<file path="config.mk">
export PLATFORM = sky130hd
export DESIGN_NAME = named_service_registry_table_flat
export DESIGN_NICKNAME = d
export VERILOG_FILES = /design/src/rtl/core/nsr_pkg.sv /design/src/rtl/core/nsr_req_if.sv /design/src/rtl/core/nsr_rsp_if.sv /design/src/rtl/core/nsr_ram.sv /design/src/rtl/core/nsr_front.sv /design/src/rtl/core/nsr_back.sv /design/src/rtl/core/named_service_registry_table.sv /design/src/flat_wrapper.sv
export SDC_FILE = /design/constraint.sdc
export NUM_CORES = 2
export LEC_CHECK = 0
export BUFFER_PORTS_ARGS = -buffer_cell sky130_fd_sc_hd__buf_4
export CAP_MARGIN = 20
export CORE_AREA = 2 2 679 681
export DETAILED_ROUTE_END_ITERATION = 6
export DIE_AREA = 0 0 681 683
export PLACE_DENSITY = 0.44
export SKIP_LAST_GASP = 1
export SLEW_MARGIN = 20
export SYNTH_ARGS = -nofsm -noshare
export SYNTH_HDL_FRONTEND = slang
export SYNTH_HIERARCHICAL = 1
export SYNTH_SLANG_ARGS = --single-unit
export TNS_END_PERCENT = 100
</file>
<file path="constraint.sdc">
create_clock -name clk -period 15.92 [get_ports clk]
set_input_delay 0.796 -clock clk [delete_from_list [all_inputs] [get_ports clk]]
set_output_delay 0.796 -clock clk [all_outputs]
set_load 0.05 [all_outputs]
</file>
<file path="src/rtl/core/nsr_pkg.sv">
// Shared types, constants and helper functions for the named service registry.
// Used by the interfaces, the front and back modules and the top level.
package nsr_pkg;

    // Field widths of one request and one response transaction.
    localparam int LO_W     = 64;
    localparam int HI_W     = 56;
    localparam int LEN_W    = 5;
    localparam int PID_W    = 7;
    localparam int LIVE_W   = 64;
    localparam int SLOT_PID_W = 6;

    // Table geometry.
    localparam int SLOTS_DEF  = 16;
    localparam int NAME_CHARS = 15;
    localparam int PROCS      = 64;
    localparam int QDEPTH     = 2;

    // A found_pid of all ones means no process.
    localparam logic [PID_W-1:0] PID_NONE = '1;

    // Request codes.
    localparam logic REQ_REGISTER = 1'b0;
    localparam logic REQ_LOOKUP   = 1'b1;

    // Characters allowed in a registered name.
    localparam logic [7:0] CH_LOW_A = 8'h61;
    localparam logic [7:0] CH_LOW_Z = 8'h7A;
    localparam logic [7:0] CH_UP_A  = 8'h41;
    localparam logic [7:0] CH_UP_Z  = 8'h5A;
    localparam logic [7:0] CH_DIG_0 = 8'h30;
    localparam logic [7:0] CH_DIG_9 = 8'h39;
    localparam logic [7:0] CH_DASH  = 8'h2D;
    localparam logic [7:0] CH_UNDER = 8'h5F;

    // Work that the front hands to the back.
    typedef enum logic [1:0] {
        OP_FAIL,    // answer at once with ok low and no pid
        OP_REG,     // register: update a match or claim a free slot
        OP_LOOK,    // lookup: free stale slots, stop at first live match
        OP_SWEEP    // overlong lookup: free stale slots, match nothing
    } op_t;

    typedef struct packed {
        op_t                   op;
        logic [SLOT_PID_W-1:0] pid;
        logic [LIVE_W-1:0]     live;
        logic [HI_W-1:0]       name_hi;
        logic [LO_W-1:0]       name_lo;
    } cmd_t;

    // Back end sequencer states.
    typedef enum logic [1:0] {
        BK_IDLE,
        BK_SCAN,
        BK_DONE
    } bk_state_t;

    // True for a letter, a digit, a hyphen or an underscore.
    function automatic logic byte_ok(input logic [7:0] c);
        return (c >= CH_LOW_A && c <= CH_LOW_Z) || (c >= CH_UP_A && c <= CH_UP_Z) ||
               (c >= CH_DIG_0 && c <= CH_DIG_9) || c == CH_DASH || c == CH_UNDER;
    endfunction

endpackage

</file>
<file path="src/rtl/core/nsr_req_if.sv">
// Request channel of the named service registry: valid, ready and payload.
// Depends on nsr_pkg for the field widths.
interface nsr_req_if;
    import nsr_pkg::*;

    logic                     valid;
    logic                     ready;
    logic                     req_type;
    logic [LO_W-1:0]          name_lo;
    logic [HI_W-1:0]          name_hi;
    logic [LEN_W-1:0]         name_len;
    logic signed [PID_W-1:0]  proc_id;
    logic [LIVE_W-1:0]        live_mask;

    modport source (
        output valid, req_type, name_lo, name_hi, name_len, proc_id, live_mask,
        input  ready
    );

    modport sink (
        input  valid, req_type, name_lo, name_hi, name_len, proc_id, live_mask,
        output ready
    );
endinterface

</file>
<file path="src/rtl/core/nsr_rsp_if.sv">
// Response channel of the named service registry: valid, ready and payload.
// Depends on nsr_pkg for the field widths.
interface nsr_rsp_if;
    import nsr_pkg::*;

    logic                     valid;
    logic                     ready;
    logic                     ok;
    logic signed [PID_W-1:0]  found_pid;

    modport source (
        output valid, ok, found_pid,
        input  ready
    );

    modport sink (
        input  valid, ok, found_pid,
        output ready
    );
endinterface

</file>
<file path="src/rtl/core/nsr_ram.sv">
// Generic single write port, single read port RAM with a registered read.
// No dependencies.
module nsr_ram #(
    parameter int WIDTH = 8,
    parameter int DEPTH = 16
) (
    input  logic                     clk,
    input  logic                     we,
    input  logic [$clog2(DEPTH)-1:0] waddr,
    input  logic [WIDTH-1:0]         wdata,
    input  logic [$clog2(DEPTH)-1:0] raddr,
    output logic [WIDTH-1:0]         rdata
);

    logic [WIDTH-1:0] mem [DEPTH];

    // Write port and registered read port.
    always_ff @(posedge clk)
    begin
        if (we)
        begin
            mem[waddr] <= wdata;
        end
        rdata <= mem[raddr];
    end

endmodule

</file>
<file path="src/rtl/core/nsr_front.sv">
// Front end of the registry: accepts request transactions, checks and masks
// the name and the pid, and queues a command for the back end. Uses nsr_pkg.
module nsr_front (
    input  logic          clk,
    input  logic          rst_n,
    nsr_req_if.sink       req,
    output nsr_pkg::cmd_t cmd,
    output logic          cmd_valid,
    input  logic          cmd_pop
);
    import nsr_pkg::*;

    localparam int PTR_W = $clog2(QDEPTH);
    localparam int CNT_W = $clog2(QDEPTH + 1);

    logic [LO_W-1:0]        lo_masked;
    logic [HI_W-1:0]        hi_masked;
    logic                   fits;
    logic                   bad_byte;
    logic                   pid_ok;
    logic [SLOT_PID_W-1:0]  pid_low;
    cmd_t                   cmd_in;

    cmd_t                   q_reg [QDEPTH];
    logic [PTR_W-1:0]       wr_ptr_reg, wr_ptr_next;
    logic [PTR_W-1:0]       rd_ptr_reg, rd_ptr_next;
    logic [CNT_W-1:0]       cnt_reg, cnt_next;
    logic                   push;
    logic                   pop;

    // Mask the bytes past the length and check each byte within it.
    always_comb
    begin
        lo_masked = '0;
        hi_masked = '0;
        bad_byte  = 1'b0;
        for (int i = 0; i < LO_W / 8; i++)
        begin
            if (LEN_W'(i) < req.name_len)
            begin
                lo_masked[8*i +: 8] = req.name_lo[8*i +: 8];
                if (!byte_ok(req.name_lo[8*i +: 8]))
                begin
                    bad_byte = 1'b1;
                end
            end
        end
        for (int i = 0; i < HI_W / 8; i++)
        begin
            if (LEN_W'(i + LO_W / 8) < req.name_len)
            begin
                hi_masked[8*i +: 8] = req.name_hi[8*i +: 8];
                if (!byte_ok(req.name_hi[8*i +: 8]))
                begin
                    bad_byte = 1'b1;
                end
            end
        end
    end

    // Length and pid checks.
    assign fits    = (req.name_len != '0) && (req.name_len <= LEN_W'(NAME_CHARS));
    assign pid_low = req.proc_id[SLOT_PID_W-1:0];
    assign pid_ok  = !req.proc_id[PID_W-1] &&
                     ({1'b0, pid_low} < PID_W'(PROCS)) &&
                     req.live_mask[pid_low];

    // Classify the transaction into the command for the back end.
    always_comb
    begin
        cmd_in.pid     = pid_low;
        cmd_in.live    = req.live_mask;
        cmd_in.name_hi = hi_masked;
        cmd_in.name_lo = lo_masked;
        if (req.req_type == REQ_REGISTER)
        begin
            cmd_in.op = (fits && pid_ok && !bad_byte) ? OP_REG : OP_FAIL;
        end
        else if (req.name_len == '0)
        begin
            cmd_in.op = OP_FAIL;
        end
        else
        begin
            cmd_in.op = fits ? OP_LOOK : OP_SWEEP;
        end
    end

    // Command queue between the front and the back.
    assign req.ready = (cnt_reg != CNT_W'(QDEPTH));
    assign push      = req.valid && req.ready;
    assign cmd_valid = (cnt_reg != '0);
    assign pop       = cmd_pop && cmd_valid;
    assign cmd       = q_reg[rd_ptr_reg];

    always_comb
    begin
        wr_ptr_next = wr_ptr_reg;
        rd_ptr_next = rd_ptr_reg;
        cnt_next    = cnt_reg;
        if (push)
        begin
            wr_ptr_next = (wr_ptr_reg == PTR_W'(QDEPTH - 1)) ? '0 : wr_ptr_reg + 1'b1;
        end
        if (pop)
        begin
            rd_ptr_next = (rd_ptr_reg == PTR_W'(QDEPTH - 1)) ? '0 : rd_ptr_reg + 1'b1;
        end
        if (push && !pop)
        begin
            cnt_next = cnt_reg + 1'b1;
        end
        else if (pop && !push)
        begin
            cnt_next = cnt_reg - 1'b1;
        end
    end

    always_ff @(posedge clk or negedge rst_n)
    begin
        if (!rst_n)
        begin
            wr_ptr_reg <= '0;
            rd_ptr_reg <= '0;
            cnt_reg    <= '0;
        end
        else
        begin
            wr_ptr_reg <= wr_ptr_next;
            rd_ptr_reg <= rd_ptr_next;
            cnt_reg    <= cnt_next;
        end
    end

    // Queue storage carries payload only.
    always_ff @(posedge clk)
    begin
        if (push)
        begin
            q_reg[wr_ptr_reg] <= cmd_in;
        end
    end

endmodule

</file>
<file path="src/rtl/core/nsr_back.sv">
// Back end of the registry: walks the slot table one slot per cycle for each
// queued command and holds the response register. Uses nsr_pkg and nsr_ram.
module nsr_back #(
    parameter int SLOTS = nsr_pkg::SLOTS_DEF
) (
    input  logic          clk,
    input  logic          rst_n,
    input  nsr_pkg::cmd_t cmd,
    input  logic          cmd_valid,
    output logic          cmd_pop,
    nsr_rsp_if.source     rsp
);
    import nsr_pkg::*;

    localparam int IDX_W  = $clog2(SLOTS);
    localparam int CNT_W  = $clog2(SLOTS + 1);
    localparam int WORD_W = SLOT_PID_W + HI_W + LO_W;

    bk_state_t              state_reg, state_next;
    cmd_t                   cmd_reg, cmd_next;
    logic [CNT_W-1:0]       rd_idx_reg, rd_idx_next;
    logic [IDX_W-1:0]       cmp_idx_reg, cmp_idx_next;
    logic                   pend_reg, pend_next;
    logic [SLOTS-1:0]       valid_reg, valid_next;
    logic                   res_ok_reg, res_ok_next;
    logic [PID_W-1:0]       res_pid_reg, res_pid_next;
    logic                   out_valid_reg, out_valid_next;
    logic                   out_ok_reg, out_ok_next;
    logic [PID_W-1:0]       out_pid_reg, out_pid_next;

    logic                   ram_we;
    logic [IDX_W-1:0]       ram_waddr;
    logic [WORD_W-1:0]      ram_wdata;
    logic [WORD_W-1:0]      ram_rdata;

    logic [SLOT_PID_W-1:0]  slot_pid;
    logic [HI_W-1:0]        slot_hi;
    logic [LO_W-1:0]        slot_lo;
    logic                   slot_vld;
    logic                   slot_live;
    logic                   name_eq;
    logic                   eval;
    logic                   last;
    logic                   reg_hit;
    logic                   look_hit;
    logic                   scan_end;
    logic                   out_free;
    logic                   has_free;
    logic [IDX_W-1:0]       free_idx;

    // Slot names and pids live in one RAM word per slot.
    nsr_ram #(
        .WIDTH (WORD_W),
        .DEPTH (SLOTS)
    ) u_slot_ram (
        .clk   (clk),
        .we    (ram_we),
        .waddr (ram_waddr),
        .wdata (ram_wdata),
        .raddr (rd_idx_reg[IDX_W-1:0]),
        .rdata (ram_rdata)
    );

    // Decode the slot word that returned from the RAM this cycle.
    assign slot_pid  = ram_rdata[WORD_W-1 -: SLOT_PID_W];
    assign slot_hi   = ram_rdata[LO_W +: HI_W];
    assign slot_lo   = ram_rdata[LO_W-1:0];
    assign slot_vld  = valid_reg[cmp_idx_reg];
    assign slot_live = ({1'b0, slot_pid} < PID_W'(PROCS)) && cmd_reg.live[slot_pid];
    assign name_eq   = (slot_lo == cmd_reg.name_lo) && (slot_hi == cmd_reg.name_hi);
    assign eval      = (state_reg == BK_SCAN) && pend_reg;
    assign last      = (cmp_idx_reg == IDX_W'(SLOTS - 1));
    assign reg_hit   = eval && (cmd_reg.op == OP_REG) && slot_vld && name_eq;
    assign look_hit  = eval && (cmd_reg.op == OP_LOOK) && slot_vld && slot_live && name_eq;
    assign scan_end  = eval && (reg_hit || look_hit || last);
    assign out_free  = !out_valid_reg || rsp.ready;

    // Lowest free slot, from the valid bits.
    always_comb
    begin
        free_idx = '0;
        for (int i = SLOTS - 1; i >= 0; i--)
        begin
            if (!valid_reg[i])
            begin
                free_idx = IDX_W'(i);
            end
        end
    end
    assign has_free = !(&valid_reg);

    // Next state of the sequencer.
    always_comb
    begin
        state_next = state_reg;
        unique case (state_reg)
            BK_IDLE:
            begin
                if (cmd_valid)
                begin
                    state_next = (cmd.op == OP_FAIL) ? BK_DONE : BK_SCAN;
                end
            end
            BK_SCAN:
            begin
                if (scan_end)
                begin
                    state_next = BK_DONE;
                end
            end
            BK_DONE:
            begin
                if (out_free)
                begin
                    state_next = BK_IDLE;
                end
            end
            default:
            begin
                state_next = BK_IDLE;
            end
        endcase
    end

    // Sequencer outputs and datapath updates.
    always_comb
    begin
        cmd_pop        = 1'b0;
        cmd_next       = cmd_reg;
        rd_idx_next    = rd_idx_reg;
        cmp_idx_next   = cmp_idx_reg;
        pend_next      = 1'b0;
        valid_next     = valid_reg;
        res_ok_next    = res_ok_reg;
        res_pid_next   = res_pid_reg;
        out_valid_next = out_valid_reg;
        out_ok_next    = out_ok_reg;
        out_pid_next   = out_pid_reg;
        ram_we         = 1'b0;
        ram_waddr      = cmp_idx_reg;
        ram_wdata      = {cmd_reg.pid, cmd_reg.name_hi, cmd_reg.name_lo};

        if (out_valid_reg && rsp.ready)
        begin
            out_valid_next = 1'b0;
        end

        unique case (state_reg)
            BK_IDLE:
            begin
                cmd_pop      = 1'b1;
                cmd_next     = cmd;
                rd_idx_next  = '0;
                res_ok_next  = 1'b0;
                res_pid_next = PID_NONE;
            end
            BK_SCAN:
            begin
                // Issue one slot read per cycle until every slot is read.
                if (rd_idx_reg < CNT_W'(SLOTS))
                begin
                    pend_next    = 1'b1;
                    cmp_idx_next = rd_idx_reg[IDX_W-1:0];
                    rd_idx_next  = rd_idx_reg + 1'b1;
                end
                if (eval)
                begin
                    if (cmd_reg.op == OP_REG)
                    begin
                        // Rewrite a matching slot, or claim the lowest free one at the end.
                        if (reg_hit)
                        begin
                            ram_we      = 1'b1;
                            res_ok_next = 1'b1;
                        end
                        else if (last && has_free)
                        begin
                            ram_we               = 1'b1;
                            ram_waddr            = free_idx;
                            valid_next[free_idx] = 1'b1;
                            res_ok_next          = 1'b1;
                        end
                    end
                    else if (slot_vld && !slot_live)
                    begin
                        // A lookup frees a slot whose process is gone.
                        valid_next[cmp_idx_reg] = 1'b0;
                    end
                    else if (look_hit)
                    begin
                        res_ok_next  = 1'b1;
                        res_pid_next = {1'b0, slot_pid};
                    end
                end
            end
            BK_DONE:
            begin
                if (out_free)
                begin
                    out_valid_next = 1'b1;
                    out_ok_next    = res_ok_reg;
                    out_pid_next   = res_pid_reg;
                end
            end
            default:
            begin
                cmd_pop = 1'b0;
            end
        endcase
    end

    always_ff @(posedge clk or negedge rst_n)
    begin
        if (!rst_n)
        begin
            state_reg     <= BK_IDLE;
            rd_idx_reg    <= '0;
            pend_reg      <= 1'b0;
            valid_reg     <= '0;
            out_valid_reg <= 1'b0;
        end
        else
        begin
            state_reg     <= state_next;
            rd_idx_reg    <= rd_idx_next;
            pend_reg      <= pend_next;
            valid_reg     <= valid_next;
            out_valid_reg <= out_valid_next;
        end
    end

    // Payload registers.
    always_ff @(posedge clk)
    begin
        cmd_reg     <= cmd_next;
        cmp_idx_reg <= cmp_idx_next;
        res_ok_reg  <= res_ok_next;
        res_pid_reg <= res_pid_next;
        out_ok_reg  <= out_ok_next;
        out_pid_reg <= out_pid_next;
    end

    assign rsp.valid     = out_valid_reg;
    assign rsp.ok        = out_ok_reg;
    assign rsp.found_pid = out_pid_reg;

endmodule

</file>
<file path="src/rtl/core/named_service_registry_table.sv">
// Top level of the named service registry table.
// Depends on nsr_pkg, nsr_req_if, nsr_rsp_if, nsr_front and nsr_back.
//
// Usage: a table of SLOTS slots maps a name of one to fifteen bytes to a pid.
// Requests arrive on the req channel (valid/ready); each transaction is a
// register or a lookup and carries a snapshot of live processes. Exactly one
// response transaction (ok, found_pid) leaves on the rsp channel per request,
// in request order.
// Timing: a request that the front turns away as failed skips the slot scan;
// any other request reads every slot up to its stopping point from the slot
// RAM, one slot per cycle. The single read port of the slot RAM sets this pace,
// and the back works on one request at a time.
// A two-entry command queue lets the front accept requests while the back
// scans, and the response register lets the back finish a request while the
// receiver stalls; req.ready falls whenever the queue holds two commands.
// Reset empties the table and the queue and drops any pending response;
// the slot RAM needs no clearing pass.
module named_service_registry_table #(
    parameter int SLOTS = nsr_pkg::SLOTS_DEF
) (
    input  logic       clk,
    input  logic       rst_n,
    nsr_req_if.sink    req,
    nsr_rsp_if.source  rsp
);
    import nsr_pkg::*;

    cmd_t cmd;
    logic cmd_valid;
    logic cmd_pop;

    // Checks, masking and command queue.
    nsr_front u_front (
        .clk       (clk),
        .rst_n     (rst_n),
        .req       (req),
        .cmd       (cmd),
        .cmd_valid (cmd_valid),
        .cmd_pop   (cmd_pop)
    );

    // Slot scan engine and response register.
    nsr_back #(
        .SLOTS (SLOTS)
    ) u_back (
        .clk       (clk),
        .rst_n     (rst_n),
        .cmd       (cmd),
        .cmd_valid (cmd_valid),
        .cmd_pop   (cmd_pop),
        .rsp       (rsp)
    );

endmodule

</file>
<file path="src/flat_wrapper.sv">
// flat-port wrapper written by rule: the top's interface ports become plain ports
module named_service_registry_table_flat import nsr_pkg::*;
#(
    parameter int SLOTS = nsr_pkg::SLOTS_DEF
)
  (clk, rst_n, req_valid, req_req_type, req_name_lo, req_name_hi, req_name_len, req_proc_id, req_live_mask, req_ready, rsp_valid, rsp_ok, rsp_found_pid, rsp_ready);
  nsr_req_if req_i ();
  nsr_rsp_if rsp_i ();
  input  logic clk;
  input  logic rst_n;
  input wire logic [$bits(req_i.valid)-1:0] req_valid;
  input wire logic [$bits(req_i.req_type)-1:0] req_req_type;
  input wire logic [$bits(req_i.name_lo)-1:0] req_name_lo;
  input wire logic [$bits(req_i.name_hi)-1:0] req_name_hi;
  input wire logic [$bits(req_i.name_len)-1:0] req_name_len;
  input wire logic [$bits(req_i.proc_id)-1:0] req_proc_id;
  input wire logic [$bits(req_i.live_mask)-1:0] req_live_mask;
  output wire logic [$bits(req_i.ready)-1:0] req_ready;
  output wire logic [$bits(rsp_i.valid)-1:0] rsp_valid;
  output wire logic [$bits(rsp_i.ok)-1:0] rsp_ok;
  output wire logic [$bits(rsp_i.found_pid)-1:0] rsp_found_pid;
  input wire logic [$bits(rsp_i.ready)-1:0] rsp_ready;
  assign req_i.valid = req_valid;
  assign req_i.req_type = req_req_type;
  assign req_i.name_lo = req_name_lo;
  assign req_i.name_hi = req_name_hi;
  assign req_i.name_len = req_name_len;
  assign req_i.proc_id = req_proc_id;
  assign req_i.live_mask = req_live_mask;
  assign req_ready = req_i.ready;
  assign rsp_valid = rsp_i.valid;
  assign rsp_ok = rsp_i.ok;
  assign rsp_found_pid = rsp_i.found_pid;
  assign rsp_i.ready = rsp_ready;
  named_service_registry_table #(.SLOTS(SLOTS)) u_core (.clk(clk), .rst_n(rst_n), .req(req_i), .rsp(rsp_i));
endmodule
</file>
==> run metrics <==
row count=249; clk sinks=approximately 2800; Setup WS post-layout=8.284 ns; leading area contributor after synthesis=edfxtp_1; Leak=between 30 and 40 nW; antenna-violating nets left=0; Worst Reg2Reg Path Length in Cells=13; number of global-route vias before repair=53329; Post-synth EDFFs=between 2000 and 3000; worst skew pair latency=0.95 ns; critical hold path startpoint=req_live_mask[45]; first-pass GRT wire length=420600 µm; FF-to-FF End=u_core/u_back/u_slot_ram/mem[15][100]; leading cell type in the layout, fill and taps excluded=edfxtp_1; die height=between 600 and 700 µm; end of the critical path=u_core/u_back/u_slot_ram/mem[15][100]; First DRT Iteration DRCs=4608; Worst VDD drop=0.0001311 V; Vias=slightly above 50000; # setup viols final=0; HPWL after DPL=171500 µm; Max Slew Vio Count=0; fin crit share=47.97%; switching part of the total power=between 20% and 30%; antenna violations before repair=41; grt ovf=0; Storage cell area=0.08170 mm²; PortBufs=210; Final Total Pwr=21.61 mW; Die ar.=0.4651 mm²; DRC violations left=0; synth warn=6; fmax=0.1310 GHz; fin util=27.24%; postcts setup bufs=0; max_cap viols=0; RR Startpoint=u_core/u_back/cmd_reg[70]; Fill cells=45380; Layout area overhead=19.08%; clk buf depth=4; final hold vios=0; worst hold slack=0.09832 ns; Hold Path Depth=1; CP Capture Type=flip-flop; core area=roughly 0.46 mm²; Synth top area share=approximately 75%; I/O pin count=211; status=finished, final reports clean; CP Class=reg2reg; Max transition margin=26.21%; Starting Density=22.87%; pre-CTS setup slack=just over 8 ns; sequential element share of the synthesized area=between 70 and 80%; Post-Syn Nets=approximately 5100; ys async rst share=1.048%; WL final=approximately 300000 µm; H-Tree Depth=5; vias per std cell=4.324; fin nets=roughly 5600; clock skew=0.1105 ns; RSZ-0062 raised after global routing=no; Tot GR Track Use=between 10% and 20%; CP Launch Type=flip-flop; Routed wire per std cell=25.85 µm; Post-Synthesis Cells=4925; clock buffer count from CTS=approximately 310; clock power share=around a third; largest net degree at the start of global routing=98; Crit path required time=16.46 ns; CTS tree=yes; area of the mapped netlist=0.1048 mm²; Worst Path Arrival=8.18 ns; placer's final routability congestion estimate=around 0.74; Psw=6.302 mW; root buffer cell=clkbuf_16; Tightest Pin Transition=~1.1 ns; die width=681 µm; final worst path period need=about 7.6 ns; flops & latches, synth=2767; Max FO, Critical Path=40; internal power=15.31 mW; Top FF cell, synth=edfxtp_1; R2R Setup Slk=8.28 ns; Area contributors post-synth=edfxtp_1 (75%), mux4_2 (10%), mux2_2 (2.8%); Initial DRT Pass Iterations=7; Seq pwr share=45.6%; combinational share of power=21.0%; origin of the worst setup path=u_core/u_back/cmd_reg[70]; max reg flops=2016; share of cells above drive strength 1=28.78%; most frequent cells in the layout=edfxtp_1 (2612), mux4_2 (483), clkbuf_16 (316); cell area power density=approximately 170 mW/mm²; Setup TNS Final=0 ns; average size of a mapped cell=~21 µm²; clk slew on worst S/H paths=about 0.06 ns; Cell variety after synth=81; area of the multi-input gates=0.02224 mm²; Hold Crit Class=in2reg
critical path, stage by stage (launching register included):
cell and delay (ns):
edfxtp_1 0.60, xnor2_1 0.45, nand4_1 0.28, nor4_1 0.60
nand2_1 0.42, nor4_2 0.55, buf_4 0.23, a2111o_1 0.62
nand2_1 0.14, o31ai_1 0.16, nand3_1 0.43, nor2_4 0.91
buf_4 0.85, buf_4 0.83
worst min-delay path by stage:
stage,slack (ns),to
2_1_floorplan,0.40,u_core/u_back/rsp.found_pid[0]
3_3_place_gp,0.41,u_core/u_back/rsp.found_pid[0]
3_5_place_dp,0.42,u_core/u_back/rsp.found_pid[6]
4_1_cts,0.03,u_core/u_front/q_reg[1][165]
5_1_grt,0.04,u_core/u_front/q_reg[1][165]
6_report,0.1,u_core/u_front/q_reg[1][165]
metal layers:
metal	vias up	track usage, %	wire [µm]
met2	1437	21.54	149000
met4	18	3.968	9814
met1	27673	16.92	130500
li1	21347	-	-
met3	427	1.854	14880
met5	-	0	102
power by group through the flow:
stage | Combinational [mW] | Clock (mW) | Sequential [mW]
final | 4.55 | 7.22 | 9.85
after detailed placement | 4.69 | 0 | 10.0
after global routing | 4.87 | 7.68 | 9.97
after global placement | 4.72 | 0 | 9.96
after floorplan | 3.04 | 0 | 9.78
after CTS | 4.72 | 7.41 | 9.87
logic make-up (layout without fill, tap and decap cells):
group / after synthesis / count (layout) / synth area share (%)
DFF: 2767 / 2767 / 77.92
muxes: 795 / 795 / 13.93
and+or+nand+nor: 528 / 528 / 2.737
AOI/OAI and AO/OA: 461 / 461 / 3.231
buffers and inverters: 253 / 937 / 1.158
xor gates and xnor gates: 119 / 119 / 0.9942
adders and majority gates: 2 / 2 / 0.02387
other: 0 / 14 / 0
cells in the mapped netlist (37+ instances only):
cell / count
edfxtp_1: 2612
mux4_2: 483
mux2_2: 264
a22oi_1: 218
nand2_1: 149
dfxtp_1: 126
nor2b_1: 111
clkbuf_1: 93
xor2_1: 68
buf_2: 62
nor2_1: 51
xnor2_1: 51
a21oi_1: 44
o21ai_0: 37
through the flow:
step           area [µm²]  std cells
2_1_floorplan      104800       4925
3_3_place_gp       114400      11176
4_1_cts            124800      11757
5_1_grt            124800      11769
3_5_place_dp       114400      11180
6_report           124800      11772
cell type report:
class / instances / area share (%)
Sequential cell: 2767 / 65.45
Multi-Input combinational cell: 1905 / 17.81
Clock buffer: 438 / 6.982
Tap cell: 6149 / 6.163
Timing Repair Buffer: 328 / 2.177
Clock inverter: 138 / 1.278
Inverter: 33 / 0.1052
Antenna cell: 14 / 0.02807
timing repair:
item                      CTS  global route
gates resized for setup     0             0
hold endpoints to repair   29             0
hold buffers                1             0
Power figures use the tool's default switching activity.
